$ cat src/utf8_stream_decoder_defines.svh
// ----------------------------------------------------------------------------
// utf8_stream_decoder_defines
// Assertion macros shared by u8sd_decode and u8sd_rqueue.
// ----------------------------------------------------------------------------
`ifndef UTF8_STREAM_DECODER_DEFINES_SVH
`define UTF8_STREAM_DECODER_DEFINES_SVH

// Clocked check, masked while reset is asserted.
`define U8SD_CHECK(lbl, clk, rst_n, prop, msg) \
    lbl: assert property (@(posedge clk) disable iff (!rst_n) prop) else $error(msg);

// Clocked check that also holds during reset.
`define U8SD_CHECK_ALWAYS(lbl, clk, prop, msg) \
    lbl: assert property (@(posedge clk) prop) else $error(msg);

`endif

$ cat src/u8sd_pkg.sv
// ----------------------------------------------------------------------------
// u8sd_pkg
// Types and constants for the UTF-8 stream decoder.
// ----------------------------------------------------------------------------
`default_nettype none

package u8sd_pkg;

    localparam int unsigned CP_W            = 31;
    localparam int unsigned LEFT_W          = 3;
    localparam int unsigned U8SD_QUEUE_DEPTH = 4;

    localparam logic [CP_W-1:0] REPLACEMENT_CP = 31'h0000_fffd;

    typedef struct packed {
        logic [CP_W-1:0] code_point;
        logic            last;
    } t_result;

    // Results produced by one request: count 0..2, first in res0.
    typedef struct packed {
        logic [1:0] num;
        t_result    res0;
        t_result    res1;
    } t_dec_out;

endpackage

`default_nettype wire

$ cat src/u8sd_decode.sv
// ----------------------------------------------------------------------------
// u8sd_decode
// Sequence state and per-byte decode; emits up to two results per request.
// ----------------------------------------------------------------------------
`default_nettype none
`include "utf8_stream_decoder_defines.svh"

module u8sd_decode
    import u8sd_pkg::*;
(
    input  wire logic       i_clk,
    input  wire logic       i_rst_n,
    input  wire logic       i_fire,
    input  wire logic [7:0] i_byte,
    output t_dec_out        o_dec
);

    logic [LEFT_W-1:0] r_left;
    logic [LEFT_W-1:0] n_left;
    logic [CP_W-1:0]   r_partial;
    logic [CP_W-1:0]   n_partial;
    logic [CP_W-1:0]   shifted;
    t_dec_out          dec;

    assign shifted = {r_partial[CP_W-7:0], i_byte[5:0]};

    always_comb begin
        n_left    = r_left;
        n_partial = r_partial;
        dec       = '0;
        if (r_left != '0) begin
            if (i_byte == 8'd0) begin
                n_left    = '0;
                n_partial = '0;
                dec.num   = 2'd2;
                dec.res0  = '{code_point: REPLACEMENT_CP, last: 1'b0};
                dec.res1  = '{code_point: '0, last: 1'b1};
            end else begin
                n_left = r_left - 1'b1;
                if (r_left == LEFT_W'(1)) begin
                    n_partial = '0;
                    dec.num   = 2'd1;
                    dec.res0  = '{code_point: shifted, last: 1'b1};
                end else begin
                    n_partial = shifted;
                end
            end
        end else begin
            case (i_byte) inside
                [8'd0:8'd127]: begin
                    dec.num  = 2'd1;
                    dec.res0 = '{code_point: CP_W'(i_byte), last: 1'b1};
                end
                [8'd192:8'd223]: begin
                    n_partial = CP_W'(i_byte[4:0]);
                    n_left    = LEFT_W'(1);
                end
                [8'd224:8'd239]: begin
                    n_partial = CP_W'(i_byte[3:0]);
                    n_left    = LEFT_W'(2);
                end
                [8'd240:8'd247]: begin
                    n_partial = CP_W'(i_byte[2:0]);
                    n_left    = LEFT_W'(3);
                end
                [8'd248:8'd251]: begin
                    n_partial = CP_W'(i_byte[1:0]);
                    n_left    = LEFT_W'(4);
                end
                [8'd252:8'd253]: begin
                    n_partial = CP_W'(i_byte[0]);
                    n_left    = LEFT_W'(5);
                end
                default: begin
                    dec.num  = 2'd1;
                    dec.res0 = '{code_point: REPLACEMENT_CP, last: 1'b1};
                end
            endcase
        end
    end

    always_ff @(posedge i_clk) begin
        if (!i_rst_n) begin
            r_left    <= '0;
            r_partial <= '0;
        end else if (i_fire) begin
            r_left    <= n_left;
            r_partial <= n_partial;
        end
    end

    always_comb begin
        o_dec     = dec;
        o_dec.num = i_fire ? dec.num : 2'd0;
    end

    `U8SD_CHECK(a_two_only_on_zero, i_clk, i_rst_n, (o_dec.num == 2'd2) |-> (r_left != '0 && i_byte == 8'd0), "two results without a zero byte inside a sequence")
    `U8SD_CHECK(a_close_clears, i_clk, i_rst_n, (i_fire && r_left == LEFT_W'(1) && i_byte != 8'd0) |=> (r_left == '0 && r_partial == '0), "sequence end did not clear state")
    `U8SD_CHECK(a_left_range, i_clk, i_rst_n, r_left <= LEFT_W'(5), "bytes left out of range")

endmodule

`default_nettype wire

$ cat src/u8sd_rqueue.sv
// ----------------------------------------------------------------------------
// u8sd_rqueue
// Small result queue; takes up to two results per cycle, releases one when the reader is ready.
// ----------------------------------------------------------------------------
`default_nettype none
`include "utf8_stream_decoder_defines.svh"

module u8sd_rqueue
    import u8sd_pkg::*;
#(
    parameter int unsigned Depth = U8SD_QUEUE_DEPTH
) (
    input  wire logic        i_clk,
    input  wire logic        i_rst_n,
    input  t_dec_out         i_dec,
    output logic             o_space,
    output logic [CP_W-1:0]  o_code_point,
    output logic             o_last,
    output logic             o_valid,
    input  wire logic        i_ready
);

    localparam int unsigned PtrW = (Depth > 1) ? $clog2(Depth) : 1;
    localparam int unsigned CntW = $clog2(Depth + 1);

    function automatic logic [PtrW-1:0] f_next(input logic [PtrW-1:0] p);
        return (p == PtrW'(Depth - 1)) ? '0 : p + 1'b1;
    endfunction

    t_result           r_slot [Depth];
    logic [PtrW-1:0]   r_head;
    logic [PtrW-1:0]   r_tail;
    logic [CntW-1:0]   r_count;
    logic [PtrW-1:0]   n_head;
    logic [PtrW-1:0]   n_tail;
    logic [CntW-1:0]   n_count;
    logic [PtrW-1:0]   wr1;
    logic              pop;

    assign wr1   = f_next(r_tail);
    assign pop   = o_valid && i_ready;

    assign o_valid      = (r_count != '0);
    assign o_space      = (r_count <= CntW'(Depth - 2));
    assign o_code_point = r_slot[r_head].code_point;
    assign o_last       = r_slot[r_head].last;

    always_comb begin
        n_head  = pop ? f_next(r_head) : r_head;
        n_count = r_count + CntW'(i_dec.num) - CntW'(pop);
        case (i_dec.num)
            2'd1:    n_tail = wr1;
            2'd2:    n_tail = f_next(wr1);
            default: n_tail = r_tail;
        endcase
    end

    always_ff @(posedge i_clk) begin
        if (!i_rst_n) begin
            r_head  <= '0;
            r_tail  <= '0;
            r_count <= '0;
        end else begin
            r_head  <= n_head;
            r_tail  <= n_tail;
            r_count <= n_count;
        end
    end

    always_ff @(posedge i_clk) begin
        if (i_dec.num != 2'd0) begin
            r_slot[r_tail] <= i_dec.res0;
        end
        if (i_dec.num == 2'd2) begin
            r_slot[wr1] <= i_dec.res1;
        end
    end

    `U8SD_CHECK(a_no_overflow, i_clk, i_rst_n, (i_dec.num != 2'd0) |-> ((CntW + 1)'(r_count) + (CntW + 1)'(i_dec.num) <= (CntW + 1)'(Depth)), "result queue overflow")
    `U8SD_CHECK(a_pop_count, i_clk, i_rst_n, (pop && i_dec.num == 2'd0) |=> (r_count == $past(r_count) - 1'b1), "count did not drop on release")
    `U8SD_CHECK(a_count_bound, i_clk, i_rst_n, r_count <= CntW'(Depth), "count beyond depth")

endmodule

`default_nettype wire

$ cat src/utf8_stream_decoder.sv
// ----------------------------------------------------------------------------
// utf8_stream_decoder
// Byte-serial decoder for the six-byte form of UTF-8.
// ----------------------------------------------------------------------------
// One byte request is taken per clock while the result queue holds at most
// QueueDepth-2 entries; a result is registered in the result queue when the
// byte that completes it is taken. Each byte yields zero, one or two results,
// and results leave one per cycle while the output is ready, so the sustained
// rate is one byte per cycle except that a zero byte inside an open sequence
// (U+FFFD then U+0000) yields two results. The result queue depth sets how
// much output stall is absorbed before input ready drops.
`default_nettype none

module utf8_stream_decoder
    import u8sd_pkg::*;
#(
    parameter int unsigned QueueDepth = U8SD_QUEUE_DEPTH
) (
    input  wire logic            i_clk,
    input  wire logic            i_rst_n,
    input  wire logic            i_valid,
    output logic                 o_ready,
    input  wire logic [7:0]      i_in_byte,
    output logic                 o_valid,
    input  wire logic            i_ready,
    output logic [CP_W-1:0]      o_code_point,
    output logic                 o_last
);

    t_dec_out dec;
    logic     fire;

    assign fire = i_valid && o_ready;

    u8sd_decode u_decode (
        .i_clk   (i_clk),
        .i_rst_n (i_rst_n),
        .i_fire  (fire),
        .i_byte  (i_in_byte),
        .o_dec   (dec)
    );

    u8sd_rqueue #(
        .Depth (QueueDepth)
    ) u_rqueue (
        .i_clk        (i_clk),
        .i_rst_n      (i_rst_n),
        .i_dec        (dec),
        .o_space      (o_ready),
        .o_code_point (o_code_point),
        .o_last       (o_last),
        .o_valid      (o_valid),
        .i_ready      (i_ready)
    );

endmodule

`default_nettype wire

$ cat config.mk
export PLATFORM = sky130hd
export DESIGN_NAME = utf8_stream_decoder
export DESIGN_NICKNAME = d
export VERILOG_FILES = /design/src/u8sd_pkg.sv /design/src/u8sd_decode.sv /design/src/u8sd_rqueue.sv /design/src/utf8_stream_decoder.sv
export VERILOG_INCLUDE_DIRS = /design/src /design/src/src
export SDC_FILE = /design/constraint.sdc
export NUM_CORES = 1
export LEC_CHECK = 0
export BUFFER_PORTS_ARGS = -buffer_cell sky130_fd_sc_hd__buf_2
export CAP_MARGIN = 20
export CORE_ASPECT_RATIO = 0.5
export CORE_UTILIZATION = 55
export CTS_BUF_LIST = sky130_fd_sc_hd__clkbuf_4 sky130_fd_sc_hd__clkbuf_8
export DETAILED_ROUTE_END_ITERATION = 7
export PLACE_DENSITY = 0.84
export SKIP_CTS_REPAIR_TIMING = 1
export SLEW_MARGIN = 40
export SYNTH_ARGS = -nofsm -noshare
export SYNTH_HDL_FRONTEND = slang
export SYNTH_SLANG_ARGS = --single-unit
$ cat constraint.sdc
create_clock -name i_clk -period 3.03 [get_ports i_clk]
set_clock_uncertainty 0.1 [all_clocks]
set_input_delay 0.606 -clock i_clk [delete_from_list [all_inputs] [get_ports i_clk]]
set_output_delay 0.606 -clock i_clk [all_outputs]
set_load 0.05 [all_outputs]
* Yosys cells after proc, flatten, opt, wreduce, memory -nomap -nowiden
Memories as Yosys holds them, arrays and structs flattened. A register that Yosys moved wholly into a read port is not among the register bits. Cells that the tools add are included.
Storage, ports and cells: flip-flop bits (word level) 35, bits in writable memories 128, input port bits 12, output and inout bits 34, word-level logic and storage cells 86, memories kept 1
Operators by class: $add $sub $neg 6, $lt $le $gt $ge 13, equality and inequality tests 7, mux-type cells 39, reductions and logical operators 15
Memories:
- u_rqueue.r_slot | words 4, width 32, read ports 1, clocked after memory_dff 1, wr ports 2, RTL line u8sd_rqueue.sv:30 | t_result r_slot [Depth];
Operators with widths (number):
- 2-to-1 mux 34 bit | 7
- 2-to-1 mux 25 bit | 9
- 2-to-1 mux 33 bit | 2
- greater-or-equal comparator 8 bit, second input constant | 5
- less-or-equal comparator 8 bit, second input constant | 5
- 2-to-1 mux 32 bit | 1
- 2-to-1 mux 3 bit | 8
- 2-to-1 mux 2 bit | 6
- equality test 2 bit, second input constant | 4
- greater-or-equal comparator 8 x 1 -> 1 bit, second input constant | 1
- less-or-equal comparator 8 x 7 -> 1 bit, second input constant | 1
- logical AND 1 bit | 8
- logical NOT 8 bit | 1
- adder 2 x 1 -> 2 bit, second input constant | 3
- nonzero test 3 bit | 2
- nonzero test 6 bit | 1
- 2-to-1 mux 1 bit | 5
- one-hot mux 2 bit (2 select lines) | 1
- nonzero test 2 bit | 2
- adder 3 x 2 -> 3 bit | 1
- equality test 3 x 1 -> 1 bit, second input constant | 1
- less-or-equal comparator 3 x 2 -> 1 bit, second input constant | 1
- AND reduction 3 bit | 1
- subtractor 3 x 1 -> 3 bit | 1
- other kinds (3) | 3

* Logic depth before layout (Yosys ltp)
Gate-level depths: netlist (run 1).
depth in word-level cells 13, mapped depth 12, depth with buffers taken out 11

* By module
Synthesis (run 1) repeated with hierarchy kept, for this count alone.
Unflattened totals: cell total of the unflattened synthesis 582, area total of the unflattened synthesis 9027.4 um2
By module, submodules not included:
- u8sd_rqueue | instances 1, cells an instance 378, area each 7305.8 um2, seq. area each 4023.9 um2
- u8sd_decode | instances 1, cells an instance 203, area each 1715.4 um2, seq. area each 560.5 um2
- utf8_stream_decoder | instances 1, cells an instance 1, area each 6.3 um2, seq. area each 0.0 um2

* Worst setup path before layout (run 1)
Ideal clock, no wire load.
path type flip-flop to flip-flop, start register u_rqueue.r_count[0], end memory u_rqueue.r_slot[0][1] (netlist name), setup time 86 ps, arrival 3149 ps, required time 2844 ps, path slack -304 ps, cell stages (with the launch flop) 9, buffers on the path 2, clock period less this slack 3334 ps, cell sequence dfxtp_1 a21oi_1 and2_2 clkbuf_1 o21ai_1 ha_1 and2_2 dlygate4sd3_1 a211oi_1
RTL lines:
- start: declaration | RTL line u8sd_rqueue.sv:33 | logic [CntW-1:0] r_count;
- start signal: assignment | RTL line u8sd_rqueue.sv:66 | r_count <= n_count;
- end: declaration | RTL line u8sd_rqueue.sv:30

==> flow_metrics.py, run 1 <==
metrics = {
    "status": {
        "outcome": "completed",
    },
    "critical_path": {
        "timing.setup.critical_path_class": "reg -> reg",
        "slack_of_the_worst_reg_to_reg_path_ps": 280,
        "cp.arrival_ps": 2840,
        "crit-reg2reg-launch": "u_decode.r_left[0]",
        "worst-r2r-cell-count": 8,
        "start_kind": "register",
        "end_kind": "register",
        "worst_r2r_endpoint": "u_rqueue.r_slot[2][0]",
        "critical_path.max_fanout": 7,
        "worstPathRequired_ps": 3130,
        "cp_launch_point": "u_decode.r_left[0]",
    },
    "worst_hold_path": {
        "min_from": "u_rqueue.r_slot[0][2]",
        "worst_hold_path_stage_count": 2,
        "min-delay-path-class": "reg -> reg",
        "hold_path_end": "u_rqueue.r_slot[0][2]",
    },
    "cells_and_area": {
        "post_route_cells_drive_above_1_share_pct": 23.3,
        "layout-area-overhead-vs-synth_pct": 9.49,
        "insertedDiodeCount": 0,
        "layout.nets": 791,
    },
    "placement": {
        "place.port_buffers": 45,
        "routabilityCongestion": 0.868,
        "dp_hpwl_microns": 11400,
    },
    "power": {
        "max-vdd-ir-drop_mv": 0.362,
        "p_leak_nw": 3.11,
        "power_density_nw_per_um2": 866,
    },
    "grt": {
        "track_usage_pct": 25.3,
        "first_global_vias": 5441,
        "number_of_antenna_violations_at_the_first_check_in_global_routing": 0,
        "grt_first_pass_wirelength_microns": 28200,
        "grt_overflow": 0,
        "grt_max_degree": 36,
    },
    "clock_tree": {
        "insertion_delay_to_the_later_sink_of_the_worst_skew_pair_ps": 440,
        "cts_root_buffer": "clkbuf_8",
        "cts_buf_count": 17,
        "numClockSinks": 165,
        "clock_path_buffers": 2,
        "htree_num_levels": 4,
        "cts.reportedPaths.clkPinSlew_ps": 80,
        "cts_tree": "built",
    },
    "sta": {
        "timing.final.hold_violations": 0,
        "max_freq_ghz": 0.364,
        "slew_violations": 0,
        "final.period_utilization_pct": 90.6,
        "final.hold.worst_slack_ps": 366,
        "sum_of_negative_setup_slack_ps": 0,
        "slew-limit-headroom_pct": 62.8,
        "period_needed_ps": 2750,
        "rsz0062_at_grt": "no",
        "setup_viol_count_final": 0,
        "worstMarginPinSlew_ps": 557,
    },
    "drt": {
        "number_of_detailed_route_iterations_in_the_first_pass": 5,
        "totalWireLength_microns": 17300,
        "vias": 5647,
        "avgViaCountPerCell": 5.87,
        "detail_route.wl_per_cell_microns": 18.0,
        "detail_route.drc_violations": 0,
        "final_antenna_net_count": 0,
        "drt_iter0_markers": 498,
    },
    "die": {
        "core_area_sq_um": 13100,
        "die_height_microns": 85.3,
        "start_util_pct": 58.3,
        "io_pins": 46,
        "die_area_sq_um": 14400,
        "num_rows": 29,
        "die_width_microns": 169,
    },
    "run": {
        "maxCapViolations": 0,
    },
    "synthesis": {
        "post_synthesis_cells": 721,
        "synth-async-reset-ratio_pct": 0,
        "syn_area_per_cell_sq_um": 10.6,
        "ys.warnings.count": 0,
        "register_bit_count_reported_by_yosys": 165,
        "seq_area_frac_synth_pct": 43.8,
        "synth-edff-count": 4,
        "synthDistinctLibCells": 58,
        "postSynth.topFlopCell": "dfxtp_1",
        "synthesis.area_sq_um": 7630,
        "synth_nets": 749,
    },
}
## per-stage QoR
step | instances | cell area (sq um) | utilization [%] | power, mW | worst slack, ps
floorplan | 721 | 7640 | - | 5.17 | 75.9
global placement | 930 | 7970 | 60.8 | 5.62 | 209
detailed placement | 930 | 7970 | 60.8 | 5.69 | 188
CTS | 962 | 8360 | 63.8 | 7.27 | 319
global route | 962 | 8360 | 63.8 | 7.61 | 117
finish | 962 | 8360 | 63.8 | 7.24 | 284
## synth_stat cells, types with 2 or more instances
cell type      instances  area [sq um]
buf_8                  6          90.1
o21ai_1                5          25.0
mux2i_1               60           601
nor2b_1               25           156
nor3_1                 3          15.0
and2_0                 2          12.5
buf_2                  4          20.0
ha_1                  15           188
inv_1                 11          41.3
and2_1                19           119
mux4_2                32           721
a21boi_0               5          37.5
a211oi_2               2          25.0
a211oi_1              59           443
dfxtp_1              161          3220
o21ai_0               14          70.1
buf_6                 15           169
and3b_1                2          17.5
xnor2_1                2          17.5
nor2_2                16           100
and2_2                 3          22.5
nor2_1               112           420
o311a_4                4          85.1
nand3_1               11          55.1
a22oi_1               21           158
or2_2                  3          18.8
nand2_1               22          82.6
nor4_1                 3          18.8
a32oi_1                2          17.5
buf_12                 4          80.1
clkbuf_1              22          82.6
a21oi_1               18          90.1
o211ai_1               2          15.0
dlygate4sd3_1          2          20.0
or4_4                  2          22.5
edfxtp_1               4           120
nand2b_1               4          25.0
buf_1                  4          15.0
## worst max-delay path by stage
stage,endpoint
after floorplan,u_rqueue.r_count[2]
after detailed placement,u_rqueue.r_count[2]
after CTS,u_rqueue.r_slot[0][8]
final,u_rqueue.r_slot[2][0]
after global placement,u_rqueue.r_count[2]
after global routing,u_rqueue.r_slot[3][0]
## registers in the layout, indices dropped and copies added, names as in the netlist, named ones only
signal	cells
u_decode.r_left	3
u_decode.r_partial	25
u_rqueue.r_count	3
u_rqueue.r_head	2
u_rqueue.r_slot	128
u_rqueue.r_tail	2
## cell families (layout without fill, tap and decap cells)
group	count (synthesis)	after routing	share of synthesized area [%]
adder cells (fa/ha/maj)	16	16	2.72
XOR/XNOR	3	3	0.344
buffers and inverters	68	123	6.78
multiplexers	92	92	17.3
AND/OR/NAND/NOR	237	237	15.5
flip-flops	165	165	43.8
AO/OA/AOI/OAI	140	140	13.5
## metal layers
metal	share of wire [%]	track usage, %	wire length [microns]	up-vias
met5	0	0	0	-
met4	1.4	8.35	244	0
met3	5.2	4.24	898	20
met2	46	40.4	8040	178
met1	47	35.1	8130	2777
li1	-	-	-	2672
## power by group
part / total (mW) / internal (mW) / switching [mW]
registers: 2.86 / 2.60 / 0.255
logic: 2.79 / 1.07 / 1.73
clock network: 1.59 / 0.808 / 0.780
total: 7.24 / 4.48 / 2.76
## cell type report
type,instances,area [sq um]
multi-input combinational,488,3780
timing repair buffer,80,563
tap,186,233
clock buffer,24,293
inverter,11,41.3
fill,1048,4740
sequential,165,3340
clock inverter,8,101
## worst max-delay path, stage by stage (launching register included)
cell     delay, ps
dfxtp_1        340
inv_1          100
ha_1           270
nor2b_1        290
a22o_1         390
o21ai_1        210
ha_1           280
and2_1         230
or2_2          310
## cells in the final DEF, fill, tap and decap left out, types with 4 or more instances in the layout
| cell type | n |
|---|---|
| dfxtp_1 | 160 |
| nor2_1 | 112 |
| mux2i_1 | 60 |
| a211oi_1 | 59 |
| buf_2 | 45 |
| mux4_2 | 32 |
| buf_4 | 29 |
| nor2b_1 | 25 |
| nand2_1 | 22 |
| a22oi_1 | 21 |
| and2_1 | 21 |
| clkbuf_8 | 18 |
| a21oi_1 | 17 |
| nor2_2 | 16 |
| ha_1 | 15 |
| o21ai_0 | 14 |
| nand3_1 | 11 |
| inv_1 | 11 |
| clkbuf_4 | 6 |
| buf_12 | 6 |
| a21boi_0 | 5 |
| o21ai_1 | 5 |
| nand2b_1 | 4 |
| o311a_4 | 4 |
| edfxtp_1 | 4 |
(Power assumes the default switching activity.)
==> run 2, diff against run 1 <==
Settings changed: CTS_BUF_LIST sky130_fd_sc_hd__clkbuf_4 sky130_fd_sc_hd__clkbuf_8 to unset.
==> run 2 against run 1 <==
Final cell count unchanged; combinational power about the same; utilization increased by 1.3 points; die area unchanged; register-to-register slack about the same; sequential power about the same; flip-flop and latch count unchanged; wire length increased by 4.8%; setup slack got worse by 7.0 ps; design area increased by 2.0%.
==> flow_metrics.py, run 2 (same netlist as run 1, synthesis figures left out) <==
metrics = {
    "drt": {
        "detail_route.wl_per_cell_microns": 18.9,
        "totalWireLength_microns": 18200,
        "number_of_detailed_route_iterations_in_the_first_pass": 5,
        "vias": 5766,
        "drt_iter0_markers": 576,
        "avgViaCountPerCell": 5.99,
        "detail_route.drc_violations": 0,
        "final_antenna_net_count": 0,
    },
    "die": {
        "die_height_microns": 85.3,
        "num_rows": 29,
        "core_area_sq_um": 13100,
        "start_util_pct": 58.3,
        "io_pins": 46,
        "die_width_microns": 169,
        "die_area_sq_um": 14400,
    },
    "critical_path": {
        "end_kind": "register",
        "worstPathRequired_ps": 3250,
        "critical_path.max_fanout": 10,
        "cp.arrival_ps": 2970,
        "timing.setup.critical_path_class": "reg -> reg",
        "start_kind": "register",
    },
    "placement": {
        "placed_cell_area_sq_um": 7970,
        "routabilityCongestion": 0.868,
        "place.port_buffers": 45,
        "placedCellCount": 930,
        "dp_hpwl_microns": 11400,
    },
    "cells_and_area": {
        "top_regs": "u_rqueue.r_slot (128), u_decode.r_partial (25)",
        "layout-area-overhead-vs-synth_pct": 11.6,
        "layout.nets": 791,
        "post_route_cells_drive_above_1_share_pct": 22.6,
        "filler_cell_count": 1006,
        "final_common_cell": "dfxtp_1",
        "reg_with_most_ffs": "u_rqueue.r_slot",
        "core_occupancy_in_the_finished_layout_pct": 65.1,
        "layout.cells.non_filler": 962,
        "most-common-layout-cells": "dfxtp_1 (160), nor2_1 (112), mux2i_1 (60), a211oi_1 (59), buf_2 (45)",
        "flip_flop_count_of_the_largest_register_all_copies_and_words_added": 128,
        "finalInstanceArea_sq_um": 8520,
        "insertedDiodeCount": 0,
    },
    "grt": {
        "grt_overflow": 0,
        "track_usage_pct": 26.5,
        "grt_max_degree": 36,
        "number_of_antenna_violations_at_the_first_check_in_global_routing": 0,
        "first_global_vias": 5576,
        "grt_first_pass_wirelength_microns": 29200,
    },
    "clock_tree": {
        "cts.reportedPaths.clkPinSlew_ps": 60,
        "insertion_delay_to_the_later_sink_of_the_worst_skew_pair_ps": 420,
        "cts_buf_count": 17,
        "htree_num_levels": 4,
        "cts_root_buffer": "clkbuf_16",
        "numClockSinks": 165,
        "cts_tree": "built",
        "clock_path_buffers": 2,
    },
    "sta": {
        "period_needed_ps": 2750,
        "worstMarginPinSlew_ps": 581,
        "max_freq_ghz": 0.363,
        "slew_violations": 0,
        "timing.final.hold_violations": 0,
        "rsz0062_at_grt": "no",
        "slew-limit-headroom_pct": 61.2,
        "final.period_utilization_pct": 90.9,
        "sum_of_negative_setup_slack_ps": 0,
        "setup_viol_count_final": 0,
    },
    "power": {
        "max-vdd-ir-drop_mv": 0.418,
        "power_density_nw_per_um2": 910,
        "p_leak_nw": 3.18,
    },
    "worst_hold_path": {
        "min-delay-path-class": "reg -> reg",
    },
    "run": {
        "maxCapViolations": 0,
    },
    "status": {
        "outcome": "completed",
    },
}
run 2: critical path: stages (launching register included):
cell	delay [ps]
dfxtp_1	330
inv_1	90
ha_1	270
nor2b_1	290
a22o_1	390
o21ai_1	200
ha_1	280
and2_1	230
buf_4	200
a211oi_1	250
run 2: worst paths after layout:
path | from | endpoint | slack (ps) | cells past startpoint
worst min-delay path | u_rqueue.r_slot[3][2] | u_rqueue.r_slot[3][2] | 360 | 2
worst min register to register | u_rqueue.r_slot[3][2] | u_rqueue.r_slot[3][2] | 360 | 2
worst max-delay path | u_decode.r_left[0] | u_rqueue.r_slot[2][13] | 280 | 9
worst max register to register | u_decode.r_left[0] | u_rqueue.r_slot[2][13] | 280 | 9
run 2: layout make-up:
cell class | instances | area [sq um] | share of cell area [%]
clock buffer | 25 | 487 | 5.71
clock inverter | 7 | 71.3 | 0.837
inverter | 11 | 41.3 | 0.484
multi-input combinational | 488 | 3780 | 44.4
sequential | 165 | 3340 | 39.2
tap | 186 | 233 | 2.73
timing repair buffer | 80 | 563 | 6.61
run 2: per-layer routing:
| layer | vias up | share of wire [%] | track usage (%) |
|---|---|---|---|
| met5 | - | 0 | 0 |
| met4 | 0 | 1.7 | 9.50 |
| met3 | 33 | 6.6 | 5.22 |
| met2 | 232 | 45 | 42.2 |
| met1 | 2830 | 46 | 36.0 |
| li1 | 2671 | - | - |
run 2: stage by stage:
stage | hold slack [ps] | total power [mW] | setup WS [ps]
6_report | 361 | 7.76 | 277
5_1_grt | 370 | 8.12 | 99.5
4_1_cts | 359 | 7.76 | 318
3_5_place_dp | 351 | 5.69 | 188
3_3_place_gp | 334 | 5.62 | 209
2_1_floorplan | 325 | 5.17 | 75.9
run 2: where the power goes:
part / switching, mW / internal, mW
Combinational: 1.75 / 1.07
Sequential: 0.261 / 2.61
Clock: 0.867 / 1.20
Total: 2.88 / 4.87
==> run 3, diff against run 2 <==
Settings changed: CAP_MARGIN 20 to 15, CELL_PAD_IN_SITES_DETAIL_PLACEMENT set to 0, CELL_PAD_IN_SITES_GLOBAL_PLACEMENT set to 2, CORE_UTILIZATION 55 to 36, PLACE_DENSITY 0.84 to 0.83.
==> run 3 against run 2 <==
Final cell count increased by 8.4%; register-to-register slack improved by 60 ps; critical path depth unchanged; combinational power about the same; setup slack improved by 55 ps; first-iteration DRC count decreased by 54%; global-route usage decreased by 8.3 points; flip-flop and latch count unchanged; largest cell class unchanged; sequential share of layout area decreased by 0.76 points; via count decreased by 6.5%; critical path type unchanged; critical endpoint is now u_rqueue.r_slot[2][23]; clock power increased by 15%.
==> flow_metrics.py, run 3 (same netlist as run 1, synthesis figures left out) <==
metrics = {
    "power": {
        "p_int_mw": 5.19,
        "swShare_pct": 35.6,
        "post_route_total_power_mw": 8.06,
        "switchingPower_mw": 2.87,
        "max-vdd-ir-drop_mv": 0.385,
        "share_seq_of_total_power_pct": 35.4,
        "pwr-share-comb_pct": 35.0,
        "p_leak_nw": 3.21,
        "p_clk_share_pct": 29.6,
        "power_density_nw_per_um2": 927,
    },
    "worst_hold_path": {
        "worst_hold_path_stage_count": 2,
        "min_from": "u_rqueue.r_slot[1][2]",
        "min-delay-path-class": "reg -> reg",
    },
    "drt": {
        "number_of_detailed_route_iterations_in_the_first_pass": 6,
        "totalWireLength_microns": 18800,
        "avgViaCountPerCell": 5.17,
        "drt_iter0_markers": 265,
        "final_antenna_net_count": 0,
        "detail_route.wl_per_cell_microns": 18.0,
        "detail_route.drc_violations": 0,
        "vias": 5394,
    },
    "cells_and_area": {
        "post_route_cells_drive_above_1_share_pct": 22.5,
        "final_common_cell": "dfxtp_1",
        "insertedDiodeCount": 0,
        "most-common-layout-cells": "dfxtp_1 (160), nor2_1 (112), mux2i_1 (60), a211oi_1 (59), buf_2 (45)",
        "layout.nets": 787,
        "reg_with_most_ffs": "u_rqueue.r_slot",
        "top_regs": "u_rqueue.r_slot (128), u_decode.r_partial (25)",
        "flip_flop_count_of_the_largest_register_all_copies_and_words_added": 128,
        "layout-area-overhead-vs-synth_pct": 13.8,
    },
    "grt": {
        "grt_overflow": 0,
        "grt_max_degree": 36,
        "number_of_antenna_violations_at_the_first_check_in_global_routing": 0,
        "track_usage_pct": 18.1,
        "grt_first_pass_wirelength_microns": 30300,
        "first_global_vias": 5337,
    },
    "die": {
        "start_util_pct": 37.0,
        "die_width_microns": 208,
        "num_rows": 37,
        "io_pins": 46,
        "core_area_sq_um": 20600,
        "die_area_sq_um": 21800,
        "die_height_microns": 105,
    },
    "critical_path": {
        "crit-reg2reg-launch": "u_decode.r_left[0]",
        "timing.setup.critical_path_class": "reg -> reg",
        "gate_family_responsible_for_the_most_delay_along_the_worst_path": "buffers and inverters",
        "worstPathBufferInverterCount": 3,
        "worst-r2r-cell-count": 9,
        "critical_path.slowest_cell": "or3b_1",
        "critical_path.max_fanout": 22,
        "worstPathRequired_ps": 3250,
        "crit_path_cells": "inv_1 > ha_1 > or3b_1 > a21oi_2 > buf_4 > o311a_4 > buf_12 > mux2i_1 > nor2_1",
        "cp.arrival_ps": 2920,
        "number_of_stages_on_the_worst_setup_path": 9,
        "cp_launch_point": "u_decode.r_left[0]",
        "critical-path-max-stage-delay_ps": 410,
        "end_kind": "register",
        "start_kind": "register",
    },
    "sta": {
        "slew-limit-headroom_pct": 64.3,
        "rsz0062_at_grt": "no",
        "timing.final.hold_violations": 0,
        "setup_ws_ps": 332,
        "max_freq_ghz": 0.371,
        "slew_violations": 0,
        "final.period_utilization_pct": 89.0,
        "sum_of_negative_setup_slack_ps": 0,
        "worstMarginPinSlew_ps": 530,
        "period_needed_ps": 2700,
        "setup_viol_count_final": 0,
    },
    "clock_tree": {
        "insertion_delay_to_the_later_sink_of_the_worst_skew_pair_ps": 440,
        "cts.reportedPaths.clkPinSlew_ps": 70,
        "cts_buf_count": 17,
        "htree_num_levels": 4,
        "cts_root_buffer": "clkbuf_16",
        "numClockSinks": 165,
        "cts_tree": "built",
        "clock_path_buffers": 2,
    },
    "run": {
        "maxCapViolations": 0,
    },
    "placement": {
        "dp_hpwl_microns": 12600,
        "dp_slack_ps": 166,
        "place.port_buffers": 45,
        "routabilityCongestion": 0.833,
    },
    "status": {
        "outcome": "completed",
    },
}
run 3: through the flow:
step           hold slack (ps)  cells  util [%]  area [sq um]
3_3_place_gp               336   1013      39.0          8040
3_5_place_dp               348   1013      39.0          8040
2_1_floorplan              325    721         -          7640
5_1_grt                    382   1043      42.1          8690
6_report                   353   1043      42.1          8690
4_1_cts                    354   1043      42.1          8690
run 3: power by group through the flow:
stage	combinational, mW	clock (mW)	sequential, mW
finish	2.82	2.39	2.85
global route	3.07	2.53	2.90
CTS	2.84	2.44	2.85
detailed placement	2.83	0	2.90
global placement	2.81	0	2.87
floorplan	2.35	0	2.82
run 3: area by class of cell:
type / count / area [sq um]
inverters: 11 / 41.3
multi-input cells: 488 / 3780
clock buffers: 22 / 474
flip-flops and latches: 165 / 3340
clock inverters: 8 / 173
well taps: 273 / 342
repair buffers: 76 / 533
fillers: 2026 / 12000
run 3: final timing paths:
kind | slack, ps | end
setup / recovery | 330 | u_rqueue.r_slot[2][23]
hold / removal | 350 | u_rqueue.r_slot[1][2]
setup reg to reg | 330 | u_rqueue.r_slot[2][23]
hold reg to reg | 350 | u_rqueue.r_slot[1][2]
run 3: layer usage:
metal  track usage [%]  wire [microns]  share of wire (%)  up-vias
li1                  -               -                  -     2658
met1              26.0            9810                 52     2616
met2              26.8            8050                 43      104
met3              4.18             693                3.7       16
met4              5.66             229                1.2        0
met5                 0               0                  0        -
run 3: worst reg2reg max path, cell delays in order (launching register included):
cell and delay, ps:
dfxtp_1 370, inv_1 80, ha_1 270, or3b_1 410, a21oi_2 150, buf_4 300, o311a_4 380, buf_12 250
mux2i_1 230, nor2_1 50
